## config.mk

```make
export PLATFORM = sky130hd
export DESIGN_NAME = lpuq_ctrl
export DESIGN_NICKNAME = d
export VERILOG_FILES = /design/src/hdl/lpuq_pkg.sv /design/src/hdl/lpuq_ctrl.sv
export SDC_FILE = /design/constraint.sdc
export NUM_CORES = 1
export LEC_CHECK = 0
export ABC_AREA = 1
export BUFFER_PORTS_ARGS = -buffer_cell sky130_fd_sc_hd__buf_2
export CAP_MARGIN = 20
export CELL_PAD_IN_SITES_DETAIL_PLACEMENT = 1
export CELL_PAD_IN_SITES_GLOBAL_PLACEMENT = 1
export CORE_AREA = 4 4 41 43
export DETAILED_ROUTE_END_ITERATION = 16
export DIE_AREA = 0 0 45 47
export PLACE_DENSITY_LB_ADDON = 0.2
export SYNTH_ARGS = -nofsm -noshare
export SYNTH_HDL_FRONTEND = slang
export SYNTH_SLANG_ARGS = --single-unit
```

## constraint.sdc

```tcl
create_clock -name clk -period 2.3 [get_ports clk]
set_clock_uncertainty 0.15 [all_clocks]
set_input_delay 0.23 -clock clk [delete_from_list [all_inputs] [get_ports clk]]
set_output_delay 0.23 -clock clk [all_outputs]
set_load 0.01 [all_outputs]
```

## src/hdl/lpuq_pkg.sv

```systemverilog
// Shared constants, payload types and controller/datapath command and status structs.
package lpuq_pkg;

  localparam int QUEUE_DEPTH = 256;
  localparam int QADDR_W     = $clog2(QUEUE_DEPTH);
  localparam int COUNT_W     = $clog2(QUEUE_DEPTH + 1);
  localparam int COORD_W     = 32;
  localparam int DIFF_W      = COORD_W + 1;
  localparam int TPS_W       = 8;

  localparam logic [TPS_W-1:0] TPS_RESET = TPS_W'(1);

  typedef enum logic {
    KIND_SAMPLE = 1'b0,
    KIND_TICK   = 1'b1
  } kind_t;

  typedef struct packed {
    logic signed [COORD_W-1:0] x;
    logic signed [COORD_W-1:0] y;
    logic signed [COORD_W-1:0] z;
  } pos_t;

  typedef struct packed {
    logic take_sample;
    logic push_held;
    logic div_start;
    logic rd_head;
    logic init_cur;
    logic push_cur;
    logic finish;
    logic load_out;
  } cmd_t;

  typedef struct packed {
    logic held_valid;
    logic div_done;
    logic interp_more;
    logic out_free;
  } stat_t;

endpackage

```

## src/hdl/lpuq_ctrl.sv

```systemverilog
// Sequencer: accepts events and steps the datapath through division, fill and pop.
module lpuq_ctrl (
  input  logic            clk,
  input  logic            rst,
  input  logic            in_valid,
  input  logic            in_kind,
  output logic            in_ready,
  input  lpuq_pkg::stat_t stat,
  output lpuq_pkg::cmd_t  cmd
);
  import lpuq_pkg::*;

  typedef enum logic [4:0] {
    S_IDLE   = 5'b00001,
    S_DIV    = 5'b00010,
    S_INTERP = 5'b00100,
    S_FINAL  = 5'b01000,
    S_TICK   = 5'b10000
  } state_t;

  state_t state;
  state_t state_next;
  logic   accept;

  always_ff @(posedge clk) begin
    if (rst) begin
      state <= S_IDLE;
    end else begin
      state <= state_next;
    end
  end

  always_comb begin
    state_next = state;
    cmd        = '0;
    in_ready   = (state == S_IDLE);
    accept     = in_valid && in_ready;
    unique case (state)
      S_IDLE: begin
        if (accept) begin
          if (in_kind == KIND_TICK) begin
            cmd.rd_head = 1'b1;
            state_next  = S_TICK;
          end else begin
            cmd.take_sample = 1'b1;
            if (stat.held_valid) begin
              // queue the earlier sample while the increment is divided out
              cmd.push_held = 1'b1;
              cmd.div_start = 1'b1;
              state_next    = S_DIV;
            end else begin
              state_next = S_FINAL;
            end
          end
        end
      end
      S_DIV: begin
        if (stat.div_done) begin
          cmd.init_cur = 1'b1;
          state_next   = S_INTERP;
        end
      end
      S_INTERP: begin
        if (stat.interp_more) begin
          cmd.push_cur = 1'b1;
        end else begin
          state_next = S_FINAL;
        end
      end
      S_FINAL: begin
        cmd.finish = 1'b1;
        state_next = S_IDLE;
      end
      S_TICK: begin
        // hold the popped entry until the output register frees up
        if (stat.out_free) begin
          cmd.load_out = 1'b1;
          state_next   = S_IDLE;
        end
      end
      default: state_next = S_IDLE;
    endcase
  end

endmodule

```

==> results.yml, run 1 <==
run_status:
  status: "complete, no violations"
cts:
  ctsResizeCount: 0
  numCtsBuffers: 3
  cts-hold-fix-buffers: 0
  clk-insertion-delay-late_ps: 250
  cts_tree: "yes"
  cts_root_buf: "clkbuf_4"
  clkTransAtPathRegs_ps: 50
  cts_sinks: 5
  ctsHtreeMaxLevel: 1
  postCtsSetupBuffers: 0
  clock_path_buffers: 2
detailed_routing:
  dr_total_vias: 421
  ant_nets: 0
  vias_per_cell: 4.58
  drcViolationCount: 0
  post_drt_wl_per_cell_um: 11.1
  drt_first_pass_iters: 4
  totalWireLength_um: 1020
  drtIter0Drc: 4
die:
  die_w_um: 45
  io_pins: 17
  num_rows: 13
  die-area_um2: 2120
  fp.dieH_um: 47
  start_util: 0.272
  core-area_um2: 1300
worst_setup_path:
  max_stage_delay_ps: 330
  crit_required_ps: 1920
  cp_slowest_cell: "dfxtp_1"
  path_class: "flop to output port"
  cp-end-kind: "output port"
  cpMostUsedCell: "nor2_1"
  cp-start-kind: "flop"
  critPathTopFamily: "simple AND/OR/NAND/NOR gates"
  worst-path-max-fanout: 6
  arrival_ps: 1300
  path_buf_inv: 1
  path_cells: "nor2_4, nand3_2, nor2_1, nand2_1, nor2_1, buf_2"
yosys:
  yosys-top-cells-area: "dfxtp_1, nor2_2, nand2_1"
  synth_fp_nets: 65
  yosysSeqAreaShare: 0.283
  synth_area_um2: 354
  syn_area_per_cell_um2: 6.21
  synth_top_cell_area_share: 0.283
  yosysUniqueCellTypes: 14
  ys_warn_count: 0
  synth_top_cell_by_area: "dfxtp_1"
  syn_inst: 57
  ys_seq_elements: 5
grt:
  grt_pass1_wl_um: 1660
  grt_pass1_vias: 411
  grtUsageTotal: 0.115
  grt_overflow: 0
  antenna_found_initial: 0
  grt_max_degree: 7
finish:
  antenna_cells: 0
  nNetsFinal: 86
  regMostFlops: "state"
  areaGrowthSynthToFinish_pct: 36.4
  final_area_um2: 483
  final_layout_size_suffix_gt1_frac: 0.416
  reg.largest.list: "state: 5 flops"
  largest_reg_flops: 5
power_and_ir_drop:
  vdd_drop_max_mv: 0.311
  power.leakage_nw: 0.292
  cellPowerDensity_nw_per_um2: 769
run:
  maxCapViolCount: 0
sta:
  relSlewSlack: 0.849
  tightest_slew_ps: 226
  period_minus_slack_ps: 1680
  rsz0062_at_grt: "false"
  whs_ps: 146
  fin_tns_setup_ps: 0
  timing_hold_violations_final: 0
  post-route-period-util: 0.729
  finalSetupViolations: 0
  drv_slew: 0
  fmax_mhz: 597
placement:
  post-dp-hpwl_um: 872
  dpl_cell_area_um2: 445
  port_buffers: 16
  place.gp.congestion: 0.711
worst_hold_path:
  min_path_type: "input pin to flop"
-- stage by stage --
step                power, W  std cells   util  setup slack (ps)
floorplan           0.000221         57      -               826
global placement    0.000264         87  0.342               885
detailed placement  0.000266         87  0.342               866
CTS                 0.000378         91  0.363               589
global route        0.000408         92  0.371               470
finish              0.000372         92  0.371               624
-- worst reg2reg max path: stages (launching register included) --
cell     delay [ps]
dfxtp_1         350
nor2_2          210
nand4_1         180
nand2_1         120
nor2_2           60
nor2_1          120
nor2_2           50
-- routing by layer --
layer / track usage / vias up / routed length [µm]
li1: - / 216 / -
met1: 0.123 / 189 / 435
met2: 0.178 / 11 / 478
met3: 0.0651 / 5 / 85
met4: 0.0702 / 0 / 23
met5: 0 / - / 0
-- power by group --
group          leakage, nW  total [W]  switching [W]  internal [W]
clock network       0.0177   0.000108      0.0000444     0.0000634
registers           0.0409   0.000115      0.0000147     0.0000999
logic                0.233   0.000149      0.0000950     0.0000543
-- cell families after synthesis --
kind of cell,share of synthesized area
AO/OA/AOI/OAI,0.0353
buffers and inverters,0.138
flip-flops,0.283
AND/OR/NAND/NOR,0.544
-- path summary, 6_finish.rpt --
| check | start | end | slack (ps) | cells past startpoint |
|---|---|---|---|---|
| min | in_valid | state[4] | 150 | 3 |
| min reg2reg | state[1] | state[1] | 440 | 2 |
| max | state[2] | cmd[5] | 620 | 6 |
| max reg2reg | state[1] | state[1] | 950 | 6 |
-- final cells by class --
cell class	instances	area, µm²
Timing Repair Buffer	17	90.1
Clock inverter	1	5.00
Sequential cell	5	100
Multi-Input combinational cell	40	205
Inverter	11	41.3
Tap cell	15	18.8
Clock buffer	3	22.5
Fill cell	182	818
-- cell usage after synthesis --
library cell,n
nand4_1,4
o21a_1,1
nor2_2,7
nor2_1,8
nand3_2,1
nor3_1,1
dfxtp_1,5
nand2_1,10
a21oi_1,1
nor2_4,1
inv_1,8
inv_2,3
nand3_1,6
buf_4,1
-- cells in the final DEF, fill, tap and decap left out --
cell type	netlist	routed
a21oi_1	1	1
buf_2	0	16
clkbuf_4	0	3
clkinv_2	0	1
dfxtp_1	5	5
dlygate4sd3_1	0	1
inv_1	8	8
inv_2	3	3
nand2_1	10	10
nand3_1	6	6
nand3_2	1	1
nand4_1	4	4
nor2_1	8	8
nor2_2	7	7
nor2_4	1	1
nor3_1	1	1
o21a_1	1	1
Power figures use the tool's default switching activity.
==> run 2: changes to the inputs <==
--- a/config.mk
+++ b/config.mk
@@ -5,7 +5,7 @@
 export SDC_FILE = /design/constraint.sdc
 export NUM_CORES = 1
 export LEC_CHECK = 0
-export ABC_AREA = 1
+export ABC_AREA = 0
 export BUFFER_PORTS_ARGS = -buffer_cell sky130_fd_sc_hd__buf_2
 export CAP_MARGIN = 20
 export CELL_PAD_IN_SITES_DETAIL_PLACEMENT = 1
==> constraint.sdc (replaced) <==
create_clock -name clk -period 1.8 [get_ports clk]
set_clock_uncertainty 0.15 [all_clocks]
set_input_delay 0.18 -clock clk [delete_from_list [all_inputs] [get_ports clk]]
set_output_delay 0.18 -clock clk [all_outputs]
set_load 0.01 [all_outputs]
==> run 2 against run 1 <==
Core utilization grew 2.0 points. Combinational power is 13% lower. Synthesized cell count fell by 21%. Largest power group is now registers. Non-clock buffer count increased by 3. Sequential power is 17% higher. Worst hold slack got worse by 110 ps. Register-to-register slack got worse by 770 ps. First-iteration DRC count shrank 50%. Die area unchanged.
==> results.yml, run 2 <==
yosys:
  ys_async_sr_fraction: 0
  ys_seq_elements: 5
  synth_flop_cell: "dfxtp_1"
  yosys-top-cells-area: "dfxtp_1, nor3b_1, nor2_1"
  syn_area_per_cell_um2: 7.70
  synth_top_cell_by_area: "dfxtp_1"
  synth_common_cells: "nor2_1, dfxtp_1, inv_1, nor3b_1, and3_1"
  syn_inst: 45
  yosysSeqAreaShare: 0.289
  ys_warn_count: 0
  synth_fp_nets: 53
  yosysUniqueCellTypes: 26
  yosysMostFrequentCell: "nor2_1"
  synth_top_cell_area_share: 0.289
  synth_edf_count: 0
  synth_area_um2: 347
placement:
  post-dp-hpwl_um: 755
  port_buffers: 16
  dp_cells: 74
  dpl_cell_area_um2: 438
  dp_slack_ps: 138
  place.gp.congestion: 0.719
cts:
  cts-hold-fix-buffers: 0
  cts_tree: "yes"
  cts_root_buf: "clkbuf_4"
  cts_sinks: 5
  clkTransAtPathRegs_ps: 40
  ctsHtreeMaxLevel: 1
  clk-insertion-delay-late_ps: 240
  numCtsBuffers: 3
  clock_path_buffers: 2
worst_setup_path:
  cp-start-kind: "flop"
  ff2ff_setup_slack_ps: 180
  crit_required_ps: 1470
  r2r_start: "state[2]"
  worst-path-max-fanout: 5
  path_class: "flop to output port"
  arrival_ps: 1460
  cp-end-kind: "output port"
  cp-startpoint: "state[2]"
detailed_routing:
  post_drt_wl_per_cell_um: 12.2
  drtIter0Drc: 2
  dr_total_vias: 396
  totalWireLength_um: 988
  ant_nets: 0
  vias_per_cell: 4.89
  drt_first_pass_iters: 2
  drcViolationCount: 0
power_and_ir_drop:
  power.leakage_nw: 0.264
  swShare: 0.312
  p_switching_w: 0.000121
  cellPowerDensity_nw_per_um2: 763
  seqPwrFrac: 0.345
  p_int_w: 0.000268
  vdd_drop_max_mv: 0.304
  comb_power_share: 0.331
  p_clk_frac: 0.323
finish:
  areaGrowthSynthToFinish_pct: 46.9
  regMostFlops: "state"
  mostFrequentLayoutCells: "buf_2, nor2_1, inv_1, buf_4"
  final_common_cell: "buf_2"
  final_area_um2: 509
  nNetsFinal: 75
  final_layout_size_suffix_gt1_frac: 0.455
  nFillCells: 175
  antenna_cells: 0
  fin_cells: 81
  reg.largest.list: "state: 5 flops"
  largest_reg_flops: 5
sta:
  rsz0062_at_grt: "true"
  fin_tns_setup_ps: 0
  finalSetupViolations: 0
  period_minus_slack_ps: 1790
  tightest_slew_ps: 308
  post-route-period-util: 0.996
  layout_setup_ws_ps: 6.80
  whs_ps: 37.6
  relSlewSlack: 0.795
  timing_hold_violations_final: 0
  drv_slew: 0
  fmax_mhz: 558
grt:
  grt_use_met2: 0.189
  grt_overflow: 0
  busiest_layer: "met2"
  antenna_found_initial: 0
  grt_max_degree: 9
  grt_pass1_vias: 411
  grtUsageMet3: 0.0115
  met1_usage: 0.119
  grt_pass1_wl_um: 1650
  grtUsageTotal: 0.106
die:
  die_w_um: 45
  start_util: 0.266
  num_rows: 13
  die-area_um2: 2120
  io_pins: 17
  fp.dieH_um: 47
  core-area_um2: 1300
run_status:
  status: "complete, no violations"
worst_hold_path:
  min_from: "rst"
  min_path_type: "input pin to flop"
run:
  maxCapViolCount: 0
==> run 2: per-stage QoR <==
stage / total power, W / util
global placement: 0.000253 / 0.337
global route: 0.000415 / 0.391
detailed placement: 0.000249 / 0.337
floorplan: 0.000210 / -
CTS: 0.000391 / 0.387
finish: 0.000389 / 0.391
==> run 2: power by group through the flow <==
stage               Clock, W  Combinational [W]  Sequential (W)
finish              0.000126           0.000129        0.000134
floorplan                  0          0.0000851        0.000125
global route        0.000136           0.000143        0.000136
detailed placement         0           0.000113        0.000136
CTS                 0.000131           0.000127        0.000133
global placement           0           0.000116        0.000137
==> run 2: final timing paths <==
check,end,cells past startpoint
setup / recovery,cmd[5],4
hold / removal,state[3],2
setup reg to reg,state[0],5
hold reg to reg,state[4],2
==> run 2: per-layer routing <==
| layer | share of wire | wire (µm) |
|---|---|---|
| met4 | 0.015 | 15 |
| met5 | 0 | 0 |
| met1 | 0.40 | 391 |
| met3 | 0.076 | 75 |
| met2 | 0.51 | 505 |
==> run 2: critical path, cell delays in order, from the launching register on <==
cell and delay, ps:
dfxtp_4 330, or3_4 400, nor3_4 190, and3_1 180, buf_2 130
==> run 2: final cells by class <==
| cell class | count | area [µm²] | area share |
|---|---|---|---|
| clock buffers | 4 | 26.3 | 0.0516 |
| inverters | 4 | 15.0 | 0.0295 |
| multi-input cells | 33 | 234 | 0.459 |
| flip-flops and latches | 5 | 105 | 0.206 |
| well taps | 15 | 18.8 | 0.0369 |
| repair buffers | 20 | 110 | 0.216 |
==> run 2: what timing repair did <==
action,CTS,global route
hold endpoints to repair,0,0
setup buffers,3,0
gates cloned,0,0
resized for setup,5,1
endpoints found under the setup margin,5,6
pin swaps,3,3
==> run 2: cells by family (layout without fill, tap and decap cells) <==
kind of cell	count (synthesis)	in the layout	share of synthesized area
xor gates and xnor gates	1	1	0.0253
AOI/OAI and AO/OA	8	8	0.166
buffers and inverters	7	28	0.0866
and+or+nand+nor	24	24	0.433
DFF	5	5	0.289
